===== src/rtl/core/krt_pkg.sv =====
// shared types and constants of the keyed record table
package krt_pkg;

    localparam int SLOTS_DEF = 64;
    localparam int ID_W      = 16;
    localparam int AGE_W     = 7;
    localparam int STATUS_W  = 2;
    localparam int GAP_W     = 8;
    localparam int ENTRIES_W = 7;

    localparam logic [AGE_W-1:0] LOW_AGE_INIT  = 7'd30;
    localparam logic [AGE_W-1:0] HIGH_AGE_INIT = 7'd18;

    localparam logic [STATUS_W-1:0] ST_OK   = 2'd0;
    localparam logic [STATUS_W-1:0] ST_MISS = 2'd1;
    localparam logic [STATUS_W-1:0] ST_FULL = 2'd2;

    typedef enum logic [1:0] {
        CMD_INSERT   = 2'd0,
        CMD_DELETE   = 2'd1,
        CMD_FIND_ID  = 2'd2,
        CMD_FIND_AGE = 2'd3
    } krt_cmd_t;

    // controller to datapath
    typedef struct packed {
        logic load;
        logic ins;
        logic scan;
        logic shift_rd;
        logic shift_wr;
        logic fin;
    } krt_ctl_t;

    // datapath to controller
    typedef struct packed {
        krt_cmd_t cmd;
        logic     out_free;
        logic     id_hit;
        logic     scan_done;
        logic     shift_more;
    } krt_sts_t;

endpackage


===== src/rtl/core/krt_req_if.sv =====
// request channel: one command beat
interface krt_req_if;
    logic                           valid;
    logic                           ready;
    logic [1:0]                     cmd;
    logic [krt_pkg::ID_W-1:0]       rec_id;
    logic [krt_pkg::AGE_W-1:0]      rec_age;

    modport source (output valid, cmd, rec_id, rec_age, input ready);
    modport sink   (input valid, cmd, rec_id, rec_age, output ready);
endinterface


===== src/rtl/core/krt_rsp_if.sv =====
// response channel: one result beat
interface krt_rsp_if;
    logic                              valid;
    logic                              ready;
    logic [krt_pkg::STATUS_W-1:0]      status;
    logic [krt_pkg::ID_W-1:0]          match_id;
    logic [krt_pkg::AGE_W-1:0]         match_age;
    logic signed [krt_pkg::GAP_W-1:0]  age_gap;
    logic [krt_pkg::ENTRIES_W-1:0]     entries;
    logic                              last;

    modport source (output valid, status, match_id, match_age, age_gap, entries, last,
                    input ready);
    modport sink   (input valid, status, match_id, match_age, age_gap, entries, last,
                    output ready);
endinterface


===== src/rtl/core/keyed_record_table.sv =====
// keyed record table top level: controller, datapath and record ram
// searches and delete scan one slot a cycle, an age search pausing while an older match
//   waits for room in the result register; a delete hit then shifts every later record down
//   one slot, a read and a write each; throughput: one command at a time, req.ready is
//   registered and rises in the cycle after the final beat is pushed; reset: fill count 0,
//   bounds min 30 max 18, ram not cleared
module keyed_record_table #(
    parameter int SLOTS = krt_pkg::SLOTS_DEF
) (
    input  logic            clk,
    input  logic            rst_n,
    krt_req_if.sink         req,
    krt_rsp_if.source       rsp
);

    krt_pkg::krt_ctl_t ctl;
    krt_pkg::krt_sts_t sts;
    logic              req_ready;

    // fsm sequences insert, scan, shift and final-beat phases
    krt_ctrl u_ctrl (
        .clk       (clk),
        .rst_n     (rst_n),
        .req_valid (req.valid),
        .req_ready (req_ready),
        .sts       (sts),
        .ctl       (ctl)
    );

    assign req.ready = req_ready;

    // datapath owns the ram, the bounds and the result register that decouples rsp
    krt_datapath #(
        .SLOTS (SLOTS)
    ) u_datapath (
        .clk         (clk),
        .rst_n       (rst_n),
        .ctl         (ctl),
        .sts         (sts),
        .req_cmd     (req.cmd),
        .req_id      (req.rec_id),
        .req_age     (req.rec_age),
        .rsp_ready   (rsp.ready),
        .rsp_valid   (rsp.valid),
        .rsp_status  (rsp.status),
        .rsp_id      (rsp.match_id),
        .rsp_age     (rsp.match_age),
        .rsp_gap     (rsp.age_gap),
        .rsp_entries (rsp.entries),
        .rsp_last    (rsp.last)
    );

endmodule


===== src/rtl/core/krt_ram.sv =====
// generic single-write, single-read ram with registered read
module krt_ram #(
    parameter int WIDTH = 8,
    parameter int DEPTH = 64
) (
    input  logic                             clk,
    input  logic                             we,
    input  logic [$clog2(DEPTH)-1:0]         waddr,
    input  logic [WIDTH-1:0]                 wdata,
    input  logic                             re,
    input  logic [$clog2(DEPTH)-1:0]         raddr,
    output logic [WIDTH-1:0]                 rdata
);

    logic [WIDTH-1:0] mem [DEPTH];

    always_ff @(posedge clk)
    begin
        if (we)
        begin
            mem[waddr] <= wdata;
        end
        if (re)
        begin
            rdata <= mem[raddr];
        end
    end

endmodule


===== src/rtl/core/krt_ctrl.sv =====
// sequencer for insert, scan and shift phases
module krt_ctrl (
    input  logic              clk,
    input  logic              rst_n,
    input  logic              req_valid,
    output logic              req_ready,
    input  krt_pkg::krt_sts_t sts,
    output krt_pkg::krt_ctl_t ctl
);

    typedef enum logic [2:0] {
        S_IDLE,
        S_INS,
        S_SCAN,
        S_SH_RD,
        S_SH_WR,
        S_FIN
    } state_t;

    state_t state_reg;
    state_t state_next;
    logic   in_ready_reg;
    logic   accept;
    logic   dispatch_pending_reg;

    assign req_ready = in_ready_reg;
    assign accept    = req_valid && in_ready_reg;

    always_comb
    begin
        ctl        = '0;
        state_next = state_reg;
        case (state_reg)
            S_IDLE:
            begin
                if (accept)
                begin
                    ctl.load   = 1'b1;
                    state_next = S_SCAN;
                end
            end
            S_INS:
            begin
                ctl.ins    = 1'b1;
                state_next = S_FIN;
            end
            S_SCAN:
            begin
                ctl.scan = 1'b1;
                if (sts.cmd != krt_pkg::CMD_FIND_AGE && sts.id_hit)
                begin
                    state_next = (sts.cmd == krt_pkg::CMD_DELETE) ? S_SH_RD : S_FIN;
                end
                else if (sts.scan_done)
                begin
                    state_next = S_FIN;
                end
            end
            S_SH_RD:
            begin
                ctl.shift_rd = 1'b1;
                state_next   = sts.shift_more ? S_SH_WR : S_FIN;
            end
            S_SH_WR:
            begin
                ctl.shift_wr = 1'b1;
                state_next   = S_SH_RD;
            end
            S_FIN:
            begin
                if (sts.out_free)
                begin
                    ctl.fin    = 1'b1;
                    state_next = S_IDLE;
                end
            end
            default:
            begin
                state_next = S_IDLE;
            end
        endcase
    end

    // command is latched at load, so an insert is redirected on the registered copy
    // in the cycle after load
    always_ff @(posedge clk or negedge rst_n)
    begin
        if (!rst_n)
        begin
            state_reg            <= S_IDLE;
            in_ready_reg         <= 1'b0;
            dispatch_pending_reg <= 1'b0;
        end
        else
        begin
            if (dispatch_pending_reg && sts.cmd == krt_pkg::CMD_INSERT)
            begin
                state_reg    <= S_INS;
                in_ready_reg <= 1'b0;
            end
            else
            begin
                state_reg    <= state_next;
                in_ready_reg <= (state_next == S_IDLE);
            end
            dispatch_pending_reg <= (state_reg == S_IDLE) && accept;
        end
    end

endmodule


===== src/rtl/core/krt_datapath.sv =====
// record store, scan pointer, running bounds and result register
module krt_datapath #(
    parameter int SLOTS = krt_pkg::SLOTS_DEF
) (
    input  logic                                 clk,
    input  logic                                 rst_n,
    input  krt_pkg::krt_ctl_t                    ctl,
    output krt_pkg::krt_sts_t                    sts,
    input  logic [1:0]                           req_cmd,
    input  logic [krt_pkg::ID_W-1:0]             req_id,
    input  logic [krt_pkg::AGE_W-1:0]            req_age,
    input  logic                                 rsp_ready,
    output logic                                 rsp_valid,
    output logic [krt_pkg::STATUS_W-1:0]         rsp_status,
    output logic [krt_pkg::ID_W-1:0]             rsp_id,
    output logic [krt_pkg::AGE_W-1:0]            rsp_age,
    output logic signed [krt_pkg::GAP_W-1:0]     rsp_gap,
    output logic [krt_pkg::ENTRIES_W-1:0]        rsp_entries,
    output logic                                 rsp_last
);

    localparam int ID_W   = krt_pkg::ID_W;
    localparam int AGE_W  = krt_pkg::AGE_W;
    localparam int MEM_W  = ID_W + AGE_W;
    localparam int ADDR_W = $clog2(SLOTS);
    localparam int CNT_W  = $clog2(SLOTS + 1);
    localparam logic [CNT_W-1:0] FULL_CNT = CNT_W'(SLOTS);

    // ram port
    logic              mem_we;
    logic [ADDR_W-1:0] mem_waddr;
    logic [MEM_W-1:0]  mem_wdata;
    logic              mem_re;
    logic [ADDR_W-1:0] mem_raddr;
    logic [MEM_W-1:0]  mem_rdata;

    krt_ram #(
        .WIDTH (MEM_W),
        .DEPTH (SLOTS)
    ) u_ram (
        .clk   (clk),
        .we    (mem_we),
        .waddr (mem_waddr),
        .wdata (mem_wdata),
        .re    (mem_re),
        .raddr (mem_raddr),
        .rdata (mem_rdata)
    );

    krt_pkg::krt_cmd_t             cmd_reg,        cmd_next;
    logic [ID_W-1:0]               key_id_reg,     key_id_next;
    logic [AGE_W-1:0]              key_age_reg,    key_age_next;
    logic [CNT_W-1:0]              fill_reg,       fill_next;
    logic [AGE_W-1:0]              low_reg,        low_next;
    logic [AGE_W-1:0]              high_reg,       high_next;
    logic [CNT_W-1:0]              ptr_reg,        ptr_next;
    logic                          cmp_valid_reg,  cmp_valid_next;
    logic                          pend_valid_reg, pend_valid_next;
    logic [ID_W-1:0]               pend_id_reg,    pend_id_next;
    logic [AGE_W-1:0]              pend_age_reg,   pend_age_next;
    logic [krt_pkg::STATUS_W-1:0]  res_status_reg, res_status_next;
    logic [ID_W-1:0]               res_id_reg,     res_id_next;
    logic [AGE_W-1:0]              res_age_reg,    res_age_next;
    logic                          out_valid_reg,  out_valid_next;
    logic [krt_pkg::STATUS_W-1:0]  out_status_reg;
    logic [ID_W-1:0]               out_id_reg;
    logic [AGE_W-1:0]              out_age_reg;
    logic signed [krt_pkg::GAP_W-1:0] out_gap_reg;
    logic [CNT_W-1:0]              out_fill_reg;
    logic                          out_last_reg;

    logic                          push;
    logic [krt_pkg::STATUS_W-1:0]  push_status;
    logic [ID_W-1:0]               push_id;
    logic [AGE_W-1:0]              push_age;
    logic                          push_last;

    logic [ID_W-1:0]  rd_id;
    logic [AGE_W-1:0] rd_age;
    logic             out_free;
    logic             issue_avail;
    logic             id_hit;
    logic             age_hit;
    logic             is_age;
    logic             stall;
    logic             scan_done;
    logic             shift_more;
    logic [CNT_W:0]   ptr_inc;
    logic signed [krt_pkg::GAP_W-1:0] gap;

    assign rd_id       = mem_rdata[MEM_W-1:AGE_W];
    assign rd_age      = mem_rdata[AGE_W-1:0];
    assign out_free    = !out_valid_reg || rsp_ready;
    assign issue_avail = ptr_reg < fill_reg;
    assign id_hit      = cmp_valid_reg && (rd_id == key_id_reg);
    assign age_hit     = cmp_valid_reg && (rd_age == key_age_reg);
    assign is_age      = (cmd_reg == krt_pkg::CMD_FIND_AGE);
    // an older match can leave only when the result register has room
    assign stall       = is_age && age_hit && pend_valid_reg && !out_free;
    assign scan_done   = !cmp_valid_reg && !issue_avail;
    assign ptr_inc     = {1'b0, ptr_reg} + {{CNT_W{1'b0}}, 1'b1};
    assign shift_more  = ptr_inc < {1'b0, fill_reg};
    assign gap         = $signed({1'b0, high_reg}) - $signed({1'b0, low_reg});

    always_comb
    begin
        sts.cmd        = cmd_reg;
        sts.out_free   = out_free;
        sts.id_hit     = id_hit;
        sts.scan_done  = scan_done;
        sts.shift_more = shift_more;
    end

    always_comb
    begin
        mem_we          = 1'b0;
        mem_waddr       = '0;
        mem_wdata       = '0;
        mem_re          = 1'b0;
        mem_raddr       = '0;
        cmd_next        = cmd_reg;
        key_id_next     = key_id_reg;
        key_age_next    = key_age_reg;
        fill_next       = fill_reg;
        low_next        = low_reg;
        high_next       = high_reg;
        ptr_next        = ptr_reg;
        cmp_valid_next  = cmp_valid_reg;
        pend_valid_next = pend_valid_reg;
        pend_id_next    = pend_id_reg;
        pend_age_next   = pend_age_reg;
        res_status_next = res_status_reg;
        res_id_next     = res_id_reg;
        res_age_next    = res_age_reg;
        push            = 1'b0;
        push_status     = res_status_reg;
        push_id         = res_id_reg;
        push_age        = res_age_reg;
        push_last       = 1'b1;

        if (ctl.load)
        begin
            cmd_next        = krt_pkg::krt_cmd_t'(req_cmd);
            key_id_next     = req_id;
            key_age_next    = req_age;
            ptr_next        = '0;
            cmp_valid_next  = 1'b0;
            pend_valid_next = 1'b0;
        end

        if (ctl.ins)
        begin
            res_id_next  = '0;
            res_age_next = '0;
            if (fill_reg == FULL_CNT)
            begin
                res_status_next = krt_pkg::ST_FULL;
            end
            else
            begin
                mem_we          = 1'b1;
                mem_waddr       = fill_reg[ADDR_W-1:0];
                mem_wdata       = {key_id_reg, key_age_reg};
                fill_next       = fill_reg + CNT_W'(1);
                res_status_next = krt_pkg::ST_OK;
                if (key_age_reg > high_reg)
                begin
                    high_next = key_age_reg;
                end
                if (key_age_reg < low_reg)
                begin
                    low_next = key_age_reg;
                end
            end
        end

        // read one slot per cycle unless an age match stalls the scan, compare the slot read last
        if (ctl.scan && !stall)
        begin
            mem_re         = issue_avail;
            mem_raddr      = ptr_reg[ADDR_W-1:0];
            cmp_valid_next = issue_avail;
            if (issue_avail)
            begin
                ptr_next = ptr_inc[CNT_W-1:0];
            end
            if (is_age)
            begin
                if (age_hit)
                begin
                    if (pend_valid_reg)
                    begin
                        push        = 1'b1;
                        push_status = krt_pkg::ST_OK;
                        push_id     = pend_id_reg;
                        push_age    = pend_age_reg;
                        push_last   = 1'b0;
                    end
                    pend_valid_next = 1'b1;
                    pend_id_next    = rd_id;
                    pend_age_next   = rd_age;
                end
            end
            else if (id_hit)
            begin
                res_status_next = krt_pkg::ST_OK;
                res_id_next     = rd_id;
                res_age_next    = rd_age;
                // back to the slot that matched, where the shift starts
                ptr_next        = ptr_reg - CNT_W'(1);
            end
            if (scan_done)
            begin
                if (is_age && pend_valid_reg)
                begin
                    res_status_next = krt_pkg::ST_OK;
                    res_id_next     = pend_id_reg;
                    res_age_next    = pend_age_reg;
                end
                else
                begin
                    res_status_next = krt_pkg::ST_MISS;
                    res_id_next     = '0;
                    res_age_next    = '0;
                end
            end
        end

        if (ctl.shift_rd)
        begin
            if (shift_more)
            begin
                mem_re    = 1'b1;
                mem_raddr = ptr_inc[ADDR_W-1:0];
            end
            else
            begin
                fill_next = fill_reg - CNT_W'(1);
            end
        end

        if (ctl.shift_wr)
        begin
            mem_we    = 1'b1;
            mem_waddr = ptr_reg[ADDR_W-1:0];
            mem_wdata = mem_rdata;
            ptr_next  = ptr_inc[CNT_W-1:0];
        end

        if (ctl.fin)
        begin
            push = 1'b1;
        end

        if (push)
        begin
            out_valid_next = 1'b1;
        end
        else if (rsp_ready)
        begin
            out_valid_next = 1'b0;
        end
        else
        begin
            out_valid_next = out_valid_reg;
        end
    end

    always_ff @(posedge clk or negedge rst_n)
    begin
        if (!rst_n)
        begin
            fill_reg       <= '0;
            low_reg        <= krt_pkg::LOW_AGE_INIT;
            high_reg       <= krt_pkg::HIGH_AGE_INIT;
            cmp_valid_reg  <= 1'b0;
            pend_valid_reg <= 1'b0;
            out_valid_reg  <= 1'b0;
            cmd_reg        <= krt_pkg::CMD_INSERT;
        end
        else
        begin
            fill_reg       <= fill_next;
            low_reg        <= low_next;
            high_reg       <= high_next;
            cmp_valid_reg  <= cmp_valid_next;
            pend_valid_reg <= pend_valid_next;
            out_valid_reg  <= out_valid_next;
            cmd_reg        <= cmd_next;
        end
    end

    always_ff @(posedge clk)
    begin
        key_id_reg     <= key_id_next;
        key_age_reg    <= key_age_next;
        ptr_reg        <= ptr_next;
        pend_id_reg    <= pend_id_next;
        pend_age_reg   <= pend_age_next;
        res_status_reg <= res_status_next;
        res_id_reg     <= res_id_next;
        res_age_reg    <= res_age_next;
        if (push)
        begin
            out_status_reg <= push_status;
            out_id_reg     <= push_id;
            out_age_reg    <= push_age;
            out_gap_reg    <= gap;
            out_fill_reg   <= fill_reg;
            out_last_reg   <= push_last;
        end
    end

    assign rsp_valid   = out_valid_reg;
    assign rsp_status  = out_status_reg;
    assign rsp_id      = out_id_reg;
    assign rsp_age     = out_age_reg;
    assign rsp_gap     = out_gap_reg;
    assign rsp_entries = krt_pkg::ENTRIES_W'(out_fill_reg);
    assign rsp_last    = out_last_reg;

    a_fill_bound: assert property (@(posedge clk) disable iff (!rst_n)
        fill_reg <= FULL_CNT)
        else $error("fill count beyond table size");

    a_push_room: assert property (@(posedge clk) disable iff (!rst_n)
        push |-> out_free)
        else $error("result beat pushed over an untaken beat");

    a_pend_age_only: assert property (@(posedge clk) disable iff (!rst_n)
        pend_valid_reg |-> (cmd_reg == krt_pkg::CMD_FIND_AGE))
        else $error("held age match outside an age search");

    a_fill_moves_one: assert property (@(posedge clk) disable iff (!rst_n)
        (fill_reg != $past(fill_reg)) |->
            ((fill_reg == $past(fill_reg) + CNT_W'(1)) ||
             (fill_reg == $past(fill_reg) - CNT_W'(1))))
        else $error("fill count moved by more than one");

endmodule

===== src/flat_wrapper.sv =====
// flat-port wrapper written by rule: the top's interface ports become plain ports
module keyed_record_table_flat 
#(
    parameter int SLOTS = krt_pkg::SLOTS_DEF
)
  (clk, rst_n, req_valid, req_cmd, req_rec_id, req_rec_age, req_ready, rsp_valid, rsp_status, rsp_match_id, rsp_match_age, rsp_age_gap, rsp_entries, rsp_last, rsp_ready);
  krt_req_if req_i ();
  krt_rsp_if rsp_i ();
  input  logic clk;
  input  logic rst_n;
  input wire logic [$bits(req_i.valid)-1:0] req_valid;
  input wire logic [$bits(req_i.cmd)-1:0] req_cmd;
  input wire logic [$bits(req_i.rec_id)-1:0] req_rec_id;
  input wire logic [$bits(req_i.rec_age)-1:0] req_rec_age;
  output wire logic [$bits(req_i.ready)-1:0] req_ready;
  output wire logic [$bits(rsp_i.valid)-1:0] rsp_valid;
  output wire logic [$bits(rsp_i.status)-1:0] rsp_status;
  output wire logic [$bits(rsp_i.match_id)-1:0] rsp_match_id;
  output wire logic [$bits(rsp_i.match_age)-1:0] rsp_match_age;
  output wire logic [$bits(rsp_i.age_gap)-1:0] rsp_age_gap;
  output wire logic [$bits(rsp_i.entries)-1:0] rsp_entries;
  output wire logic [$bits(rsp_i.last)-1:0] rsp_last;
  input wire logic [$bits(rsp_i.ready)-1:0] rsp_ready;
  assign req_i.valid = req_valid;
  assign req_i.cmd = req_cmd;
  assign req_i.rec_id = req_rec_id;
  assign req_i.rec_age = req_rec_age;
  assign req_ready = req_i.ready;
  assign rsp_valid = rsp_i.valid;
  assign rsp_status = rsp_i.status;
  assign rsp_match_id = rsp_i.match_id;
  assign rsp_match_age = rsp_i.match_age;
  assign rsp_age_gap = rsp_i.age_gap;
  assign rsp_entries = rsp_i.entries;
  assign rsp_last = rsp_i.last;
  assign rsp_i.ready = rsp_ready;
  keyed_record_table #(.SLOTS(SLOTS)) u_core (.clk(clk), .rst_n(rst_n), .req(req_i), .rsp(rsp_i));
endmodule

===== config.mk =====
export PLATFORM = sky130hd
export DESIGN_NAME = keyed_record_table_flat
export DESIGN_NICKNAME = d
export VERILOG_FILES = /design/src/rtl/core/krt_pkg.sv /design/src/rtl/core/krt_req_if.sv /design/src/rtl/core/krt_rsp_if.sv /design/src/rtl/core/keyed_record_table.sv /design/src/rtl/core/krt_ram.sv /design/src/rtl/core/krt_ctrl.sv /design/src/rtl/core/krt_datapath.sv /design/src/flat_wrapper.sv
export SDC_FILE = /design/constraint.sdc
export NUM_CORES = 2
export LEC_CHECK = 0
export BUFFER_PORTS_ARGS = -buffer_cell sky130_fd_sc_hd__buf_2
export CAP_MARGIN = 20
export CORE_ASPECT_RATIO = 0.75
export CORE_UTILIZATION = 45
export DETAILED_ROUTE_END_ITERATION = 8
export HOLD_SLACK_MARGIN = 0.06
export RECOVER_POWER = 50
export SYNTH_ARGS = -nofsm -noshare
export SYNTH_HDL_FRONTEND = slang
export SYNTH_SLANG_ARGS = --single-unit

===== constraint.sdc =====
create_clock -name clk -period 4.7 [get_ports clk]
set_clock_uncertainty 0.1 [all_clocks]
set_input_delay 0.94 -clock clk [delete_from_list [all_inputs] [get_ports clk]]
set_output_delay 0.94 -clock clk [all_outputs]
set_load 0.05 [all_outputs]

==> metrics.md <==
| Metric | Value |
|---|---|
| Vias per cell | `5.91` |
| RSZ-0062 raised after global routing | `no` |
| Worst slew margin relative to its limit | `-0.185` |
| Die W | `between 400 and 500 µm` |
| Pin count of the biggest net entering global routing | `83` |
| Initial antenna violation count | `8` |
| Final Hold Slack | `approximately 210 ps` |
| Die height | `approximately 330 µm` |
| Global route overflow | `0` |
| Critical Path End Type | `flop` |
| Result of the run | `finished, violations left` |
| WP data arrival | `5040 ps` |
| Seq cells post-synth | `1645` |
| Initial DRT Pass Iterations | `6` |
| TritonCTS clock tree | `yes` |
| Area occupied by multi-input gates | `16500 µm²` |
| Largest regs | `u_core.u_datapath.u_ram.mem: 1472 flops, u_core.u_datapath.u_ram.rdata: 23 flops` |
| Critical path required time | `5140 ps` |
| Growth of design area from synthesis to finish | `16.6%` |
| Async set-reset flop share out of synthesis | `0.0188` |
| Leakage power | `28.0 nW` |
| Count of hold-fix buffers inserted at cts | `0` |
| Number of remaining DRC errors | `0` |
| Most flop-heavy register | `u_core.u_datapath.u_ram.mem` |
| Top library cells by usage in the layout, fill and taps aside | `sky130_fd_sc_hd__edfxtp_1, sky130_fd_sc_hd__nand2_1, sky130_fd_sc_hd__nand3_1` |
| Count of buffers inserted at the top-level ports | `71` |
| Number of fill cells in the layout | `11864` |
| Type of the most critical hold path | `in -> reg` |
| Clk Tree Root Cell | `sky130_fd_sc_hd__clkbuf_16` |
| Maximum achievable frequency | `0.218 GHz` |
| Initial core utilization | `0.455` |
| Count of unique library cells instantiated by Yosys | `68` |
| Final setup violating endpoints | `0` |
| Mapped Avg Cell Area | `14.5 µm²` |
| Wire length of the first global-routing pass | `281 mm` |
| Sequential cell area in the final layout | `48900 µm²` |
| DIE AREA | `149000 µm²` |
| Shortest clock period the worst path allows after layout | `4600 ps` |
| Clock transition at the register clock pins on the worst setup and hold paths after CTS | `60 ps` |
| Startpoint Class | `flop` |
| Standard-cell rows | `121` |
| Fin cells | `about 7000` |
| Overall routed net length | `199 mm` |
| Share of final-layout standard cells stronger than drive strength 1 | `0.162` |
| Via count | `41560` |
| Fraction of the yosys area taken by sequential cells | `0.739` |
| Worst Max-Slew Pin Slew | `1780 ps` |
| Warnings from Yosys | `0` |
| Post-Place Cells | `6718` |
| Inserted Clock Buffers | `about 160` |
| Global placement routability congestion | `0.952` |
| Most common cell after layout, fill and taps aside | `sky130_fd_sc_hd__edfxtp_1` |
| # nets final | `5012` |
| Number of global-route vias before repair | `38387` |
| Power Density | `564 nW/µm²` |
| Average wire per cell in the routed design | `~28 µm` |
| Core Footprint | `145000 µm²` |
| Post-detailed-route count of antenna-violating nets | `0` |
| Maximum capacitance violations | `3` |
| I/O pin cnt | `72` |
| Synthesized instance count | `between 4000 and 5000` |
| Count of final hold-check violations | `0` |
| Tot GR Track Use | `0.263` |
| Failing checks | `max-capacitance violations, max-slew violations` |
| Number of buffers between clock root and the deepest sink | `3` |
| Worst ir drop on vdd | `0.416 mV` |
| Combined area of all synthesized cells | `roughly 66000 µm²` |
| Clk_lat worst skew | `820 ps` |
| DR iter-0 viols | `between 6000 and 7000` |
| Number of enable flip-flop cells after synthesis | `1582` |
| Leading register cell type out of synthesis | `sky130_fd_sc_hd__edfxtp_1` |
| Synthesized net count | `about 4600` |
| Final worst-path cycle share | `0.978` |
| Final Power | `43.5 mW` |
| Total number of H-tree levels | `4` |
| Number of max-slew violations in the final report | `100` |
| Type of the worst setup path | `reg -> reg` |
| Number of sinks on the clock net | `around 1600` |
| Max reg flops | `about 1500` |
| Sum of net half-perimeters after detailed placement | `121 mm` |
| Crit Path Max Fanout | `38` |
report_power, final:
group / leakage [nW] / internal (mW) / switching [mW] / total [mW]
clock network: 2.38 / 6.74 / 5.57 / 12.3
logic: 10.5 / 3.32 / 8.28 / 11.6
registers: 15.1 / 19.1 / 0.476 / 19.6
total: 28.0 / 29.2 / 14.3 / 43.5
per-layer routing:
layer	vias up	track usage	part of all wire
met1	20898	0.403	0.44
met5	-	0	0
met4	0	0.0844	0.027
met3	276	0.0782	0.12
met2	2331	0.355	0.41
li1	18055	-	-
worst max-delay path, stage by stage (launching register included):
cell and delay (ps):
sky130_fd_sc_hd__dfxtp_1 370, sky130_fd_sc_hd__buf_4 190, sky130_fd_sc_hd__inv_1 70, sky130_fd_sc_hd__ha_1 350, sky130_fd_sc_hd__ha_1 200, sky130_fd_sc_hd__a211o_1 280
sky130_fd_sc_hd__a31oi_1 210, sky130_fd_sc_hd__o21a_2 210, sky130_fd_sc_hd__a32o_4 410, sky130_fd_sc_hd__buf_4 190, sky130_fd_sc_hd__buf_8 290, sky130_fd_sc_hd__mux2i_1 230
sky130_fd_sc_hd__mux2i_1 110, sky130_fd_sc_hd__a32oi_1 310, sky130_fd_sc_hd__nand4_1 380, sky130_fd_sc_hd__a211o_1 410
final timing paths:
path                                                           from                                  end  slack (ps)  cells past startpoint
worst max-delay path                   u_core.u_datapath.ptr_reg[0]     u_core.u_datapath.u_ram.rdata[3]         100                     15
worst min-delay path                                 req_rec_age[0]     u_core.u_datapath.key_age_reg[0]         210                      1
worst max register to register         u_core.u_datapath.ptr_reg[0]     u_core.u_datapath.u_ram.rdata[3]         100                     15
worst min register to register  u_core.u_datapath.res_status_reg[0]  u_core.u_datapath.res_status_reg[0]         380                      2
max in group asynchronous                                     rst_n        u_core.u_datapath.fill_reg[6]        2970                      1
min in group asynchronous                                     rst_n        u_core.u_datapath.high_reg[3]         510                      1
synthesized netlist by cell type (6+ instances only):
library cell | count | share of area
sky130_fd_sc_hd__a211o_1 | 24 | 0.0032
sky130_fd_sc_hd__clkbuf_1 | 151 | 0.0086
sky130_fd_sc_hd__nand2b_1 | 10 | 0.00095
sky130_fd_sc_hd__and3_1 | 9 | 0.00085
sky130_fd_sc_hd__o21a_1 | 8 | 0.00091
sky130_fd_sc_hd__mux2i_1 | 437 | 0.066
sky130_fd_sc_hd__a31oi_1 | 6 | 0.00057
sky130_fd_sc_hd__nor2_1 | 90 | 0.0051
sky130_fd_sc_hd__nand2_1 | 903 | 0.051
sky130_fd_sc_hd__a221oi_1 | 21 | 0.0028
sky130_fd_sc_hd__nand3_1 | 504 | 0.038
sky130_fd_sc_hd__inv_1 | 33 | 0.0019
sky130_fd_sc_hd__nor3_1 | 14 | 0.0011
sky130_fd_sc_hd__xnor2_1 | 7 | 0.00093
sky130_fd_sc_hd__dfstp_2 | 6 | 0.0024
sky130_fd_sc_hd__dfxtp_1 | 32 | 0.0097
sky130_fd_sc_hd__mux2_2 | 36 | 0.0061
sky130_fd_sc_hd__xor2_1 | 30 | 0.0040
sky130_fd_sc_hd__a22oi_1 | 6 | 0.00068
sky130_fd_sc_hd__dfrtp_1 | 25 | 0.0095
sky130_fd_sc_hd__a32oi_1 | 138 | 0.018
sky130_fd_sc_hd__o21ai_0 | 44 | 0.0033
sky130_fd_sc_hd__a22o_1 | 23 | 0.0030
sky130_fd_sc_hd__a311oi_1 | 6 | 0.00079
sky130_fd_sc_hd__edfxtp_1 | 1582 | 0.72
sky130_fd_sc_hd__buf_1 | 28 | 0.0016
sky130_fd_sc_hd__and2_1 | 6 | 0.00057
sky130_fd_sc_hd__a21oi_1 | 90 | 0.0068
sky130_fd_sc_hd__a21o_1 | 36 | 0.0041
sky130_fd_sc_hd__ha_1 | 37 | 0.0070
sky130_fd_sc_hd__nand4_1 | 55 | 0.0052
sky130_fd_sc_hd__buf_2 | 82 | 0.0062
sky130_fd_sc_hd__nor4_1 | 6 | 0.00057
sky130_fd_sc_hd__buf_4 | 10 | 0.0011
sky130_fd_sc_hd__nor2b_1 | 9 | 0.00085
what timing repair did:
action / CTS / global route
resized for setup: 9 / 28
pin swaps: 4 / 10
buffers inserted: 6 / 25
setup endpoints to repair: 13 / 23
gates cloned: 2 / 4
cell families (layout without fill, tap and decap cells):
family          count (synthesis)  after routing  share of synthesized area
compound gates                434            434                     0.0484
xor+xnor                       37             37                    0.00490
buf+inv                       306            811                     0.0197
simple gates                 1628           1628                      0.107
flops                        1645           1645                      0.739
mux                           475            475                     0.0730
fa+ha+maj                      38             38                    0.00730
other cells                     0              2                          0
area by class of cell:
class	count	area share
antenna	2	0.0000649
clock buffer	198	0.0539
clock inverter	85	0.00937
inverter	33	0.00161
multi-input combinational	2612	0.213
sequential	1645	0.634
tap	1968	0.0319
timing repair buffer	495	0.0555
per-stage QoR:
| step | setup TNS, ps | setup slack (ps) | utilization | area, µm² |
|---|---|---|---|---|
| finish | 0 | 103 | 0.530 | 77100 |
| CTS | 0 | 1.99 | 0.529 | 76900 |
| global placement | -1440 | -277 | 0.494 | 71900 |
| global route | 0 | 19.7 | 0.530 | 77100 |
| detailed placement | -1070 | -315 | 0.494 | 71900 |
| floorplan | 0 | 692 | - | 66200 |
Note: power is estimated with default switching activity, not from simulation.
